[src/rtl/core/ist_pkg.sv]
// Package for the instance status table: request and result types, slot
// geometry, request kind codes and the engine state type.
// No dependencies; used by ist_engine and instance_status_table_top.
`default_nettype none

package ist_pkg;

	localparam int ENTRIES = 5;
	localparam int IDX_W   = (ENTRIES > 1) ? $clog2(ENTRIES) : 1;
	localparam int SLOT_W  = 3;

	localparam logic [IDX_W-1:0] LAST_IDX = IDX_W'(ENTRIES - 1);

	localparam logic [2:0] KIND_INSERT    = 3'd0;
	localparam logic [2:0] KIND_UPSERT    = 3'd1;
	localparam logic [2:0] KIND_RD_STATUS = 3'd2;
	localparam logic [2:0] KIND_WR_STATUS = 3'd3;
	localparam logic [2:0] KIND_TICK      = 3'd4;
	localparam logic [2:0] KIND_RD_COUNT  = 3'd5;
	localparam logic [2:0] KIND_CLEAR     = 3'd6;
	localparam logic [2:0] KIND_UNUSED    = 3'd7;

	localparam logic [7:0]  BUSY_STATUS = 8'd3;
	localparam logic [15:0] COUNT_MAX   = 16'hFFFF;

	typedef struct packed {
		logic [2:0]  kind;
		logic [15:0] instance_id;
		logic [15:0] value;
	} req_t;

	typedef struct packed {
		logic [15:0] count_out;
		logic [7:0]  status_out;
		logic [SLOT_W-1:0] slot;
		logic        table_full;
		logic        written;
		logic        found;
	} res_t;

	typedef struct packed {
		logic [15:0] key;
		logic [15:0] metric;
		logic [7:0]  status;
		logic [15:0] count;
	} entry_t;

	typedef struct packed {
		logic idle;
		logic done;
	} eng_stat_t;

	typedef enum logic [1:0] {
		ST_IDLE,
		ST_SCAN,
		ST_DONE
	} state_t;

endpackage

`default_nettype wire

[src/rtl/core/ist_engine.sv]
// Lookup engine: entry memory, per-slot valid and init flags, and the
// slot scan with read-modify-write. Depends on ist_pkg.
`default_nettype none

module ist_engine
	import ist_pkg::*;
(
	input  wire logic      clk,
	input  wire logic      arst_n,
	input  wire logic      start,
	input  wire req_t      req,
	input  wire logic      out_free,
	output eng_stat_t      stat,
	output res_t           res
);

	entry_t mem [ENTRIES];
	entry_t rdata_s1;

	logic [ENTRIES-1:0] valid_q;
	logic [ENTRIES-1:0] st_ok_q;
	logic [ENTRIES-1:0] cnt_ok_q;

	state_t state_q, state_d;
	req_t   req_q;
	res_t   res_q, res_d;
	logic   res_load;

	logic [IDX_W-1:0] idx_q;
	logic             issue_q;
	logic             eval_vld_s1;
	logic [IDX_W-1:0] eval_idx_s1;

	logic       hit, free, is_place, decide, miss_end;
	logic       wr_en;
	logic [7:0] eff_st;
	logic [15:0] eff_cnt;
	entry_t     wr_word;
	logic       clear_go;

	// Status and counter read as zero until a slot's first write; the
	// counter flags are dropped again by a clear.
	assign eff_st  = st_ok_q[eval_idx_s1] ? rdata_s1.status : 8'd0;
	assign eff_cnt = cnt_ok_q[eval_idx_s1] ? rdata_s1.count : 16'd0;

	assign is_place = (req_q.kind == KIND_INSERT) || (req_q.kind == KIND_UPSERT);
	assign hit      = valid_q[eval_idx_s1] && (rdata_s1.key == req_q.instance_id);
	assign free     = !valid_q[eval_idx_s1];
	assign decide   = (state_q == ST_SCAN) && eval_vld_s1 && (hit || (is_place && free));
	assign miss_end = (state_q == ST_SCAN) && eval_vld_s1 && !decide
		&& (eval_idx_s1 == LAST_IDX);

	assign clear_go = start && (req.kind == KIND_CLEAR);

	always_comb begin
		wr_word        = rdata_s1;
		wr_word.status = eff_st;
		wr_word.count  = eff_cnt;
		wr_en          = 1'b0;
		case (req_q.kind)
			KIND_INSERT: begin
				wr_en          = !hit;
				wr_word.key    = req_q.instance_id;
				wr_word.metric = req_q.value;
				wr_word.status = 8'd0;
			end
			KIND_UPSERT: begin
				wr_en          = 1'b1;
				wr_word.key    = req_q.instance_id;
				wr_word.metric = req_q.value;
			end
			KIND_WR_STATUS: begin
				wr_en          = 1'b1;
				wr_word.status = req_q.value[7:0];
			end
			KIND_TICK: begin
				wr_en = 1'b1;
				if (eff_st == BUSY_STATUS) begin
					wr_word.count = (eff_cnt == COUNT_MAX) ? eff_cnt : eff_cnt + 16'd1;
				end else begin
					wr_word.count = 16'd0;
				end
			end
			default: wr_en = 1'b0;
		endcase
		wr_en = wr_en && decide;
	end

	always_comb begin
		res_d = '0;
		if (decide) begin
			res_d.found   = hit;
			res_d.written = wr_en;
			res_d.slot    = SLOT_W'(eval_idx_s1);
			if (req_q.kind == KIND_RD_STATUS) begin
				res_d.status_out = eff_st;
			end
			if (req_q.kind == KIND_RD_COUNT) begin
				res_d.count_out = eff_cnt;
			end
		end else if (miss_end) begin
			res_d.table_full = is_place;
		end
		res_load = start || decide || miss_end;
	end

	always_comb begin
		state_d = state_q;
		unique case (state_q)
			ST_IDLE: begin
				if (start) begin
					case (req.kind) inside
						KIND_CLEAR, KIND_UNUSED: state_d = ST_DONE;
						default:                 state_d = ST_SCAN;
					endcase
				end
			end
			ST_SCAN: begin
				if (decide || miss_end) begin
					state_d = ST_DONE;
				end
			end
			ST_DONE: begin
				if (out_free) begin
					state_d = ST_IDLE;
				end
			end
			default: state_d = ST_IDLE;
		endcase
	end

	always_ff @(posedge clk or negedge arst_n) begin
		if (!arst_n) begin
			state_q     <= ST_IDLE;
			idx_q       <= '0;
			issue_q     <= 1'b0;
			eval_vld_s1 <= 1'b0;
			eval_idx_s1 <= '0;
			valid_q     <= '0;
			st_ok_q     <= '0;
			cnt_ok_q    <= '0;
		end else begin
			state_q <= state_d;
			if (start) begin
				idx_q       <= '0;
				issue_q     <= 1'b1;
				eval_vld_s1 <= 1'b0;
			end else if (state_q == ST_SCAN && !decide && issue_q) begin
				eval_vld_s1 <= 1'b1;
				eval_idx_s1 <= idx_q;
				idx_q       <= idx_q + IDX_W'(1);
				issue_q     <= (idx_q != LAST_IDX);
			end else begin
				eval_vld_s1 <= 1'b0;
				issue_q     <= 1'b0;
			end
			if (clear_go) begin
				valid_q  <= '0;
				cnt_ok_q <= '0;
			end else if (wr_en) begin
				valid_q[eval_idx_s1]  <= 1'b1;
				st_ok_q[eval_idx_s1]  <= 1'b1;
				cnt_ok_q[eval_idx_s1] <= 1'b1;
			end
		end
	end

	always_ff @(posedge clk) begin
		if (wr_en) begin
			mem[eval_idx_s1] <= wr_word;
		end
		rdata_s1 <= mem[idx_q];
		if (start) begin
			req_q <= req;
		end
		if (res_load) begin
			res_q <= res_d;
		end
	end

	assign stat.idle = (state_q == ST_IDLE);
	assign stat.done = (state_q == ST_DONE) && out_free;
	assign res       = res_q;

endmodule

`default_nettype wire

[src/rtl/core/instance_status_table_top.sv]
// A lookup word compares one slot per cycle on the entry memory's single read
// port until it hits, finds a free slot for a placing kind, or passes the last
// slot; clear and unused kinds skip the scan. One word is in work at a time,
// so the next word is taken once the result has moved to the output register;
// that move waits while the output stalls.
// Reset (arst_n low) empties every slot and zeroes status and counters through
// per-slot flags; the entry memory itself is not swept.
// Depends on ist_pkg and ist_engine.
`default_nettype none

module instance_status_table_top
	import ist_pkg::*;
(
	input  wire logic        clk,
	input  wire logic        arst_n,
	input  wire logic        s_tvalid,
	output logic             s_tready,
	input  wire logic [31:0] s_tdata,  // [15:0] instance_id, [31:16] value
	input  wire logic [2:0]  s_tuser,  // [2:0] kind
	output logic             m_tvalid,
	input  wire logic        m_tready,
	output logic [31:0]      m_tdata   // [0] found, [1] written, [2] table_full,
	                                   // [5:3] slot, [13:6] status_out,
	                                   // [29:14] count_out, [31:30] zero
);

	eng_stat_t stat;
	res_t      res;
	req_t      req;
	logic      start;
	logic      out_free;
	logic      m_tvalid_q;
	logic [31:0] m_tdata_q;

	assign req.kind        = s_tuser;
	assign req.instance_id = s_tdata[15:0];
	assign req.value       = s_tdata[31:16];

	assign s_tready = stat.idle;
	assign start    = s_tvalid && stat.idle;
	assign out_free = !m_tvalid_q || m_tready;

	ist_engine u_engine (
		.clk      (clk),
		.arst_n   (arst_n),
		.start    (start),
		.req      (req),
		.out_free (out_free),
		.stat     (stat),
		.res      (res)
	);

	always_ff @(posedge clk or negedge arst_n) begin
		if (!arst_n) begin
			m_tvalid_q <= 1'b0;
		end else if (stat.done) begin
			m_tvalid_q <= 1'b1;
		end else if (m_tready) begin
			m_tvalid_q <= 1'b0;
		end
	end

	always_ff @(posedge clk) begin
		if (stat.done) begin
			m_tdata_q <= {2'b00, res};
		end
	end

	assign m_tvalid = m_tvalid_q;
	assign m_tdata  = m_tdata_q;

endmodule

`default_nettype wire

[config.mk]
export PLATFORM = sky130hd
export DESIGN_NAME = instance_status_table_top
export DESIGN_NICKNAME = d
export VERILOG_FILES = /design/src/rtl/core/ist_pkg.sv /design/src/rtl/core/ist_engine.sv /design/src/rtl/core/instance_status_table_top.sv
export SDC_FILE = /design/constraint.sdc
export NUM_CORES = 1
export LEC_CHECK = 0
export ABC_AREA = 0
export BUFFER_PORTS_ARGS = -buffer_cell sky130_fd_sc_hd__buf_2
export CAP_MARGIN = 25
export CORE_MARGIN = 2
export CORE_UTILIZATION = 50
export CTS_CLUSTER_DIAMETER = 100
export DETAILED_ROUTE_END_ITERATION = 6
export GPL_ROUTABILITY_DRIVEN = 0
export PLACE_DENSITY_LB_ADDON = 0.15
export SKIP_LAST_GASP = 1
export SYNTH_ARGS = -nofsm -noshare
export SYNTH_HDL_FRONTEND = slang
export SYNTH_SLANG_ARGS = --single-unit
[constraint.sdc]
create_clock -name clk -period 5.8 [get_ports clk]
set_input_delay 0.29 -clock clk [delete_from_list [all_inputs] [get_ports clk]]
set_output_delay 0.29 -clock clk [all_outputs]
set_load 0.02 [all_outputs]
==> impl_metrics.tcl, run 1 <==
set metrics [dict create \
    status "finished, violations left" \
    violated_checks "DRC" \
    multi_input_logic_area_um2 3150 \
    setup.worst_path.class "reg -> reg" \
    critPathMaxFanout 12 \
    nFillCells 1956 \
    r2r_setup_slk_ps 2010 \
    worst_setup_hold_path_clk_slew_ps 60 \
    fin_crit_sh 0.653 \
    worst_ir_drop_vdd_v 0.000309 \
    synth_top_cells_by_count "sky130_fd_sc_hd__edfxtp_1 (287), sky130_fd_sc_hd__mux2_2 (60), sky130_fd_sc_hd__dfxtp_1 (40), sky130_fd_sc_hd__mux4_2 (40), sky130_fd_sc_hd__nor2_1 (31)" \
    yosys_warnings 0 \
    wire_per_inst_um 20.7 \
    core_area_um2 26100 \
    syn_area_per_cell_um2 18.6 \
    timing.final.max_slew_violations 0 \
    max_freq_mhz 264 \
    drc 5 \
    grt_antenna_before_repair 0 \
    setup_tns_ps 0 \
    largest_net_degree_at_the_start_of_global_routing 45 \
    htree_num_levels 2 \
    io_buffers 62 \
    synth_cells 717 \
    cts.hold.buffers_added 28 \
    dpl_worst_slack_ps 2040 \
    netlist_top_cells_area "sky130_fd_sc_hd__edfxtp_1 (65%), sky130_fd_sc_hd__mux4_2 (6.7%), sky130_fd_sc_hd__dfxtp_1 (6.0%)" \
    grt_setup_unrepaired "false" \
    grt_overflow 0 \
    inst_count_dp 1100 \
    min-delay-path-class "in -> reg" \
    clk_sink_count 353 \
    synth_largest_type_area_fraction 0.645 \
    crit_path_cell_trace "mux2i_1 -> o21ai_0 -> and2_1 -> nand2_1 -> inv_1 -> ha_1 -> nand3_1 -> or4_1 -> nor2_1 -> nor2_1 -> a211oi_1" \
    floorplan.initialDensity 0.511 \
    post_synth_edffs 287 \
    final_cell_count_no_fill 1199 \
    register_area_um2 10100 \
    cts_resized 0 \
    ys.flop_type "sky130_fd_sc_hd__edfxtp_1" \
    dr_wl_met2_um 12500 \
    r2r_start "u_engine.eval_idx_s1[0]$_DFFE_PN0P_" \
    hp-start "m_tready" \
    detailedPlacementHpwl_um 14400 \
    met3_length_um 1190 \
    route.vias.total 6595 \
    grt_pass1_vias 6987 \
    cts-root-buf "sky130_fd_sc_hd__clkbuf_16" \
    pwr_density_cell_nw_per_um2 471 \
    synthMostInstantiatedCell "sky130_fd_sc_hd__edfxtp_1" \
    drive_gt1_frac 0.285 \
    drt_iter0_markers 383 \
    yosysUniqueCellTypes 58 \
    drt-pass1-iter-count 6 \
    die_y_um 167 \
    final_core_util 0.599 \
    ant_nets 0 \
    setup_violations 0 \
    wirelength_um 24900 \
    critPathArrivalTime_ps 4010 \
    diodes 0 \
    drt-vias-per-instance 5.50 \
    critical_path.slowest_cell "sky130_fd_sc_hd__dfrtp_1" \
    clock_tree_from_tritoncts "done" \
    category_of_cells_accounting_for_the_largest_share_of_critical_path_delay "simple AND/OR/NAND/NOR gates" \
    top_layer "met4" \
    finalWorstSetupSlack_ps 2010 \
    finished_cell_area_um2 15600 \
    crit_path_start_kind "register" \
    finalCriticalPeriod_ps 3790 \
    fin_worst_skew_ps 11.8 \
    io_pins 73 \
    cap_viol_max_count 0 \
    dpl-instance-area_um2 14100 \
    numCtsBuffers 39 \
    yosys.area.top_type "sky130_fd_sc_hd__edfxtp_1" \
    floorplan.rows 59 \
    synth-async-reset-ratio 0.0737 \
    cp-startpoint "u_engine.eval_idx_s1[0]$_DFFE_PN0P_" \
    worstSkewPairLatency_ps 510 \
    wl_met1_um 10600 \
    post_cts.repair.setup_buffers 0 \
    netlist_area_um2 13400 \
    timing.final.hold_violations 0 \
    fin_nets 876 \
    whs_ps 97.2 \
    layout-area-overhead-vs-synth_pct 17.1 \
    clockBufferDepth 3 \
    path_buf_inv 1 \
    postSynthRegisterBits 353 \
    timing.critical_path.slowest_cell_delay_ps 620 \
    yosysSeqAreaShare 0.754 \
    critical-path-top-cell-by-count "sky130_fd_sc_hd__nor2_1" \
    worst_pin_slew_ps 982 \
    chipWidth_um 167 \
    die_area_um2 28000 \
    timing.max_slew.rel_slack 0.340 \
    grt_use_total 0.183 \
    static-leakage-power_nw 5.50 \
    finalPower_mw 7.37 \
    crit_required_ps 6030 \
    worst_setup_path_end_kind "register" \
    grt_first_pass_wirelength_um 39200 \
]
[worst paths after layout]
path / to / depth (start not counted)
worst max-delay path: u_engine.mem[0][14]$_DFFE_PP_ / 11
worst min-delay path: m_tvalid$_DFFE_PN0P_ / 3
worst max register to register: u_engine.mem[0][14]$_DFFE_PP_ / 11
worst min register to register: m_tdata[10]$_DFFE_PP_ / 0
max in group asynchronous: u_engine.idx_q[0]$_DFFE_PN0P_ / 2
min in group asynchronous: u_engine.idx_q[1]$_DFFE_PN0P_ / 2
[state kept, by name, indices dropped and copies added (netlist names)]
name,flops
m_tdata,30
m_tvalid,1
u_engine.cnt_ok_q,5
u_engine.eval_idx_s1,3
u_engine.eval_vld_s1,1
u_engine.idx_q,3
u_engine.issue_q,1
u_engine.mem,200
u_engine.rdata_s1,40
u_engine.req_q,27
u_engine.res,30
u_engine.st_ok_q,5
u_engine.state_q,2
u_engine.valid_q,5
[worst reg2reg max path: cells and delay by family, from the launching register on]
family,cells,cell delay (ps)
AOI/OAI and AO/OA,2,940
adders and majority gates,1,200
buffers and inverters,1,90
DFF,1,620
muxes,1,150
and+or+nand+nor,6,1500
[cells by family after synthesis]
family          after synthesis  share of synthesized area
flops                       353                      0.754
simple gates                141                     0.0604
mux                         111                      0.126
compound gates               41                     0.0248
buf+inv                      38                     0.0126
xor+xnor                     29                     0.0190
fa+ha+maj                     3                    0.00281
other cells                   1                   0.000281
[cell type report]
class / count / area share
clock buffer: 51 / 0.0699
clock inverter: 20 / 0.00976
inverter: 10 / 0.00240
multi-input combinational: 327 / 0.202
sequential: 353 / 0.644
tap: 335 / 0.0268
timing repair buffer: 103 / 0.0456
[power by group]
| part | internal [mW] | total (mW) | switching [mW] |
|---|---|---|---|
| sequential | 3.30 | 3.58 | 0.285 |
| combinational | 0.669 | 1.44 | 0.772 |
| clock | 1.42 | 2.35 | 0.928 |
| total | 5.38 | 7.37 | 1.98 |
[placed cells by master, fill, tap and decap left out, types with 7 or more instances in the layout]
| cell | n |
|---|---|
| sky130_fd_sc_hd__dfrtp_1 | 25 |
| sky130_fd_sc_hd__nor3_1 | 9 |
| sky130_fd_sc_hd__mux4_2 | 40 |
| sky130_fd_sc_hd__clkbuf_16 | 41 |
| sky130_fd_sc_hd__xnor2_1 | 24 |
| sky130_fd_sc_hd__edfxtp_1 | 287 |
| sky130_fd_sc_hd__clkbuf_1 | 7 |
| sky130_fd_sc_hd__mux2i_1 | 11 |
| sky130_fd_sc_hd__nand2_1 | 22 |
| sky130_fd_sc_hd__buf_4 | 11 |
| sky130_fd_sc_hd__clkinv_1 | 11 |
| sky130_fd_sc_hd__and2_1 | 23 |
| sky130_fd_sc_hd__dlygate4sd3_1 | 28 |
| sky130_fd_sc_hd__nand4_1 | 8 |
| sky130_fd_sc_hd__nand3_1 | 7 |
| sky130_fd_sc_hd__a21o_1 | 11 |
| sky130_fd_sc_hd__dfxtp_1 | 40 |
| sky130_fd_sc_hd__inv_1 | 10 |
| sky130_fd_sc_hd__mux2_2 | 60 |
| sky130_fd_sc_hd__nor2_1 | 30 |
| sky130_fd_sc_hd__a22o_1 | 9 |
| sky130_fd_sc_hd__buf_2 | 62 |
[metal layers]
metal | vias to the layer above | global-route usage
met5 | - | 0
met4 | 0 | 0.0563
met3 | 48 | 0.0312
li1 | 3023 | -
met1 | 3349 | 0.243
met2 | 175 | 0.313
No activity file was read; power rests on OpenSTA's default activity.
==> inputs of run 2 (changes only) <==
==> constraint.sdc (replaced) <==
create_clock -name clk -period 3.72 [get_ports clk]
set_input_delay 0.186 -clock clk [delete_from_list [all_inputs] [get_ports clk]]
set_output_delay 0.186 -clock clk [all_outputs]
set_load 0.02 [all_outputs]
==> run 2 against run 1 <==
Net effect:
- the run still ends with DRC left
- largest power group unchanged
- register-to-register slack got worse by 1500 ps
- count of clock-buffer cells in the layout grew 4
- sequential power grew 56%
- final cell count is 0.50% higher
- maximum frequency increased by 18%
- core utilization rose by 0.34 points
==> impl_metrics.tcl, run 2 (synthesized netlist as in run 1, its figures left out) <==
set metrics [dict create \
    status "finished, violations left" \
    violated_checks "DRC" \
    finished_cell_area_um2 15700 \
    grt_overflow 0 \
    timing.final.max_slew_violations 0 \
    drc 5 \
    pwr_density_cell_nw_per_um2 736 \
    worst_setup_path_end_kind "register" \
    dpl-instance-area_um2 14200 \
    reg2reg_depth 11 \
    hold-path-endpoint "u_engine.issue_q$_DFF_PN0_" \
    grt_pass1_vias 7066 \
    setup_tns_ps 0 \
    clockBufferDepth 3 \
    crit_path_cell_trace "buf_4 -> o211ai_1 -> and2_1 -> nand2_1 -> inv_1 -> ha_1 -> nand3_1 -> or4_1 -> nor2_1 -> nor2_1 -> a211oi_1" \
    fin_crit_sh 0.866 \
    critPathArrivalTime_ps 3450 \
    setup.worst_path.class "reg -> reg" \
    worst_setup_hold_path_clk_slew_ps 50 \
    ant_nets 0 \
    worstSkewPairLatency_ps 510 \
    layout-area-overhead-vs-synth_pct 17.8 \
    r2r_start "u_engine.eval_idx_s1[0]$_DFFE_PN0P_" \
    timing.final.hold_violations 0 \
    wire_per_inst_um 20.7 \
    die_area_um2 28000 \
    cts-root-buf "sky130_fd_sc_hd__clkbuf_16" \
    core_area_um2 26100 \
    finalCriticalPeriod_ps 3220 \
    register_area_um2 10100 \
    grt_antenna_before_repair 0 \
    static-leakage-power_nw 5.56 \
    wirelength_um 24900 \
    timing.critical_path.slowest_cell_delay_ps 510 \
    top_register "u_engine.mem" \
    hp-start "s_tvalid" \
    drive_gt1_frac 0.292 \
    grt_setup_unrepaired "false" \
    timing.max_slew.rel_slack 0.276 \
    fin_worst_skew_ps 20.6 \
    fin_nets 883 \
    cap_viol_max_count 0 \
    worst_r2r_endpoint "u_engine.mem[0][14]$_DFFE_PP_" \
    drt-vias-per-instance 5.51 \
    clock_tree_from_tritoncts "done" \
    diodes 0 \
    critPathMaxFanout 10 \
    setup_violations 0 \
    detailedPlacementHpwl_um 14600 \
    floorplan.rows 59 \
    largest_net_degree_at_the_start_of_global_routing 45 \
    r2r_setup_slk_ps 500 \
    nFillCells 1915 \
    most-common-layout-cells "sky130_fd_sc_hd__edfxtp_1 (287), sky130_fd_sc_hd__buf_2 (62), sky130_fd_sc_hd__mux2_2 (60), sky130_fd_sc_hd__mux4_2 (40), sky130_fd_sc_hd__dfxtp_1 (40)" \
    die_y_um 167 \
    worst_ir_drop_vdd_v 0.000449 \
    numCtsBuffers 37 \
    min-delay-path-class "in -> reg" \
    critical-path-top-cell-by-count "sky130_fd_sc_hd__nor2_1" \
    min_delay_path_depth 3 \
    worst_pin_slew_ps 1090 \
    grt_first_pass_wirelength_um 39100 \
    max_freq_mhz 310 \
    layout.cells.most_common "sky130_fd_sc_hd__edfxtp_1" \
    io_pins 73 \
    largest_register_ff_count 200 \
    crit_path_start_kind "register" \
    route.vias.total 6635 \
    chipWidth_um 167 \
    io_buffers 62 \
    drt-pass1-iter-count 7 \
    drt_iter0_markers 417 \
    clk_sink_count 353 \
    critical_path.slowest_cell "sky130_fd_sc_hd__or4_1" \
    multi_input_logic_area_um2 3170 \
    layout_top_registers "u_engine.mem x200, u_engine.rdata_s1 x40" \
    floorplan.initialDensity 0.511 \
    htree_num_levels 2 \
    crit_required_ps 3940 \
    grt_use_total 0.182 \
]
run 2: changes by cell type in the layout (fill, tap and decap cells not counted), moves of 2 or more:
cell / previous run / this run
sky130_fd_sc_hd__clkbuf_1: 7 / 12
sky130_fd_sc_hd__nor3_4: 0 / 2
sky130_fd_sc_hd__clkbuf_16: 41 / 39
sky130_fd_sc_hd__buf_4: 11 / 18
sky130_fd_sc_hd__clkinv_2: 3 / 5
sky130_fd_sc_hd__clkinv_1: 11 / 3
sky130_fd_sc_hd__nor3_2: 3 / 1
sky130_fd_sc_hd__bufinv_16: 2 / 4
run 2: worst max-delay path by stage:
stage                                                   start                            end  slack (ps)
after floorplan                  u_engine.req_q[27]$_DFFE_PP_   u_engine.mem[2][0]$_DFFE_PP_        -580
after global placement    u_engine.eval_idx_s1[0]$_DFFE_PN0P_  u_engine.mem[0][14]$_DFFE_PP_         700
after detailed placement  u_engine.eval_idx_s1[0]$_DFFE_PN0P_  u_engine.mem[4][14]$_DFFE_PP_         570
after CTS                 u_engine.eval_idx_s1[0]$_DFFE_PN0P_  u_engine.mem[0][14]$_DFFE_PP_         520
after global routing      u_engine.eval_idx_s1[0]$_DFFE_PN0P_  u_engine.mem[4][14]$_DFFE_PP_         270
final                     u_engine.eval_idx_s1[0]$_DFFE_PN0P_  u_engine.mem[0][14]$_DFFE_PP_         500
run 2: layout make-up:
cell class | count | share of cell area
multi-input combinational | 327 | 0.201
inverter | 10 | 0.00239
sequential | 353 | 0.640
tap | 335 | 0.0266
clock inverter | 13 | 0.0105
clock buffer | 55 | 0.0684
timing repair buffer | 112 | 0.0506
run 2: what timing repair did:
| action | 4_1_cts | 5_1_grt |
|---|---|---|
| hold buffers | 29 | 0 |
| gates resized for setup | 0 | 0 |
| hold endpoints to repair | 54 | 0 |
| setup buffers | 0 | 0 |
run 2: stage by stage:
stage	util	std cells	hold WS [ps]	power (mW)	worst slack [ps]
final	0.602	1205	50.1	11.6	498
after global routing	0.602	1205	70.1	12.1	271
after CTS	0.602	1205	22.1	11.7	524
after detailed placement	0.543	1108	211	7.98	575
after global placement	0.543	1108	201	7.88	696
after floorplan	-	718	-110	7.26	-580
run 2: per-layer routing:
metal / up-vias / part of all wire / track usage
li1: 3031 / - / -
met1: 3415 / 0.43 / 0.237
met2: 149 / 0.51 / 0.320
met3: 40 / 0.044 / 0.0284
met4: 0 / 0.020 / 0.0503
met5: - / 0 / 0
run 2: where the power goes:
part | internal [mW] | switching, mW | leakage [nW] | total (mW)
clock | 2.28 | 1.39 | 0.609 | 3.68
sequential | 5.14 | 0.453 | 3.32 | 5.59
combinational | 1.09 | 1.22 | 1.63 | 2.31
run 2: critical path: cells and delay by family, from the launching register on:
family          cells  cell delay [ps]
simple gates        6             1260
compound gates      2              840
flops               1              390
buf+inv             2              270
fa+ha+maj           1              190
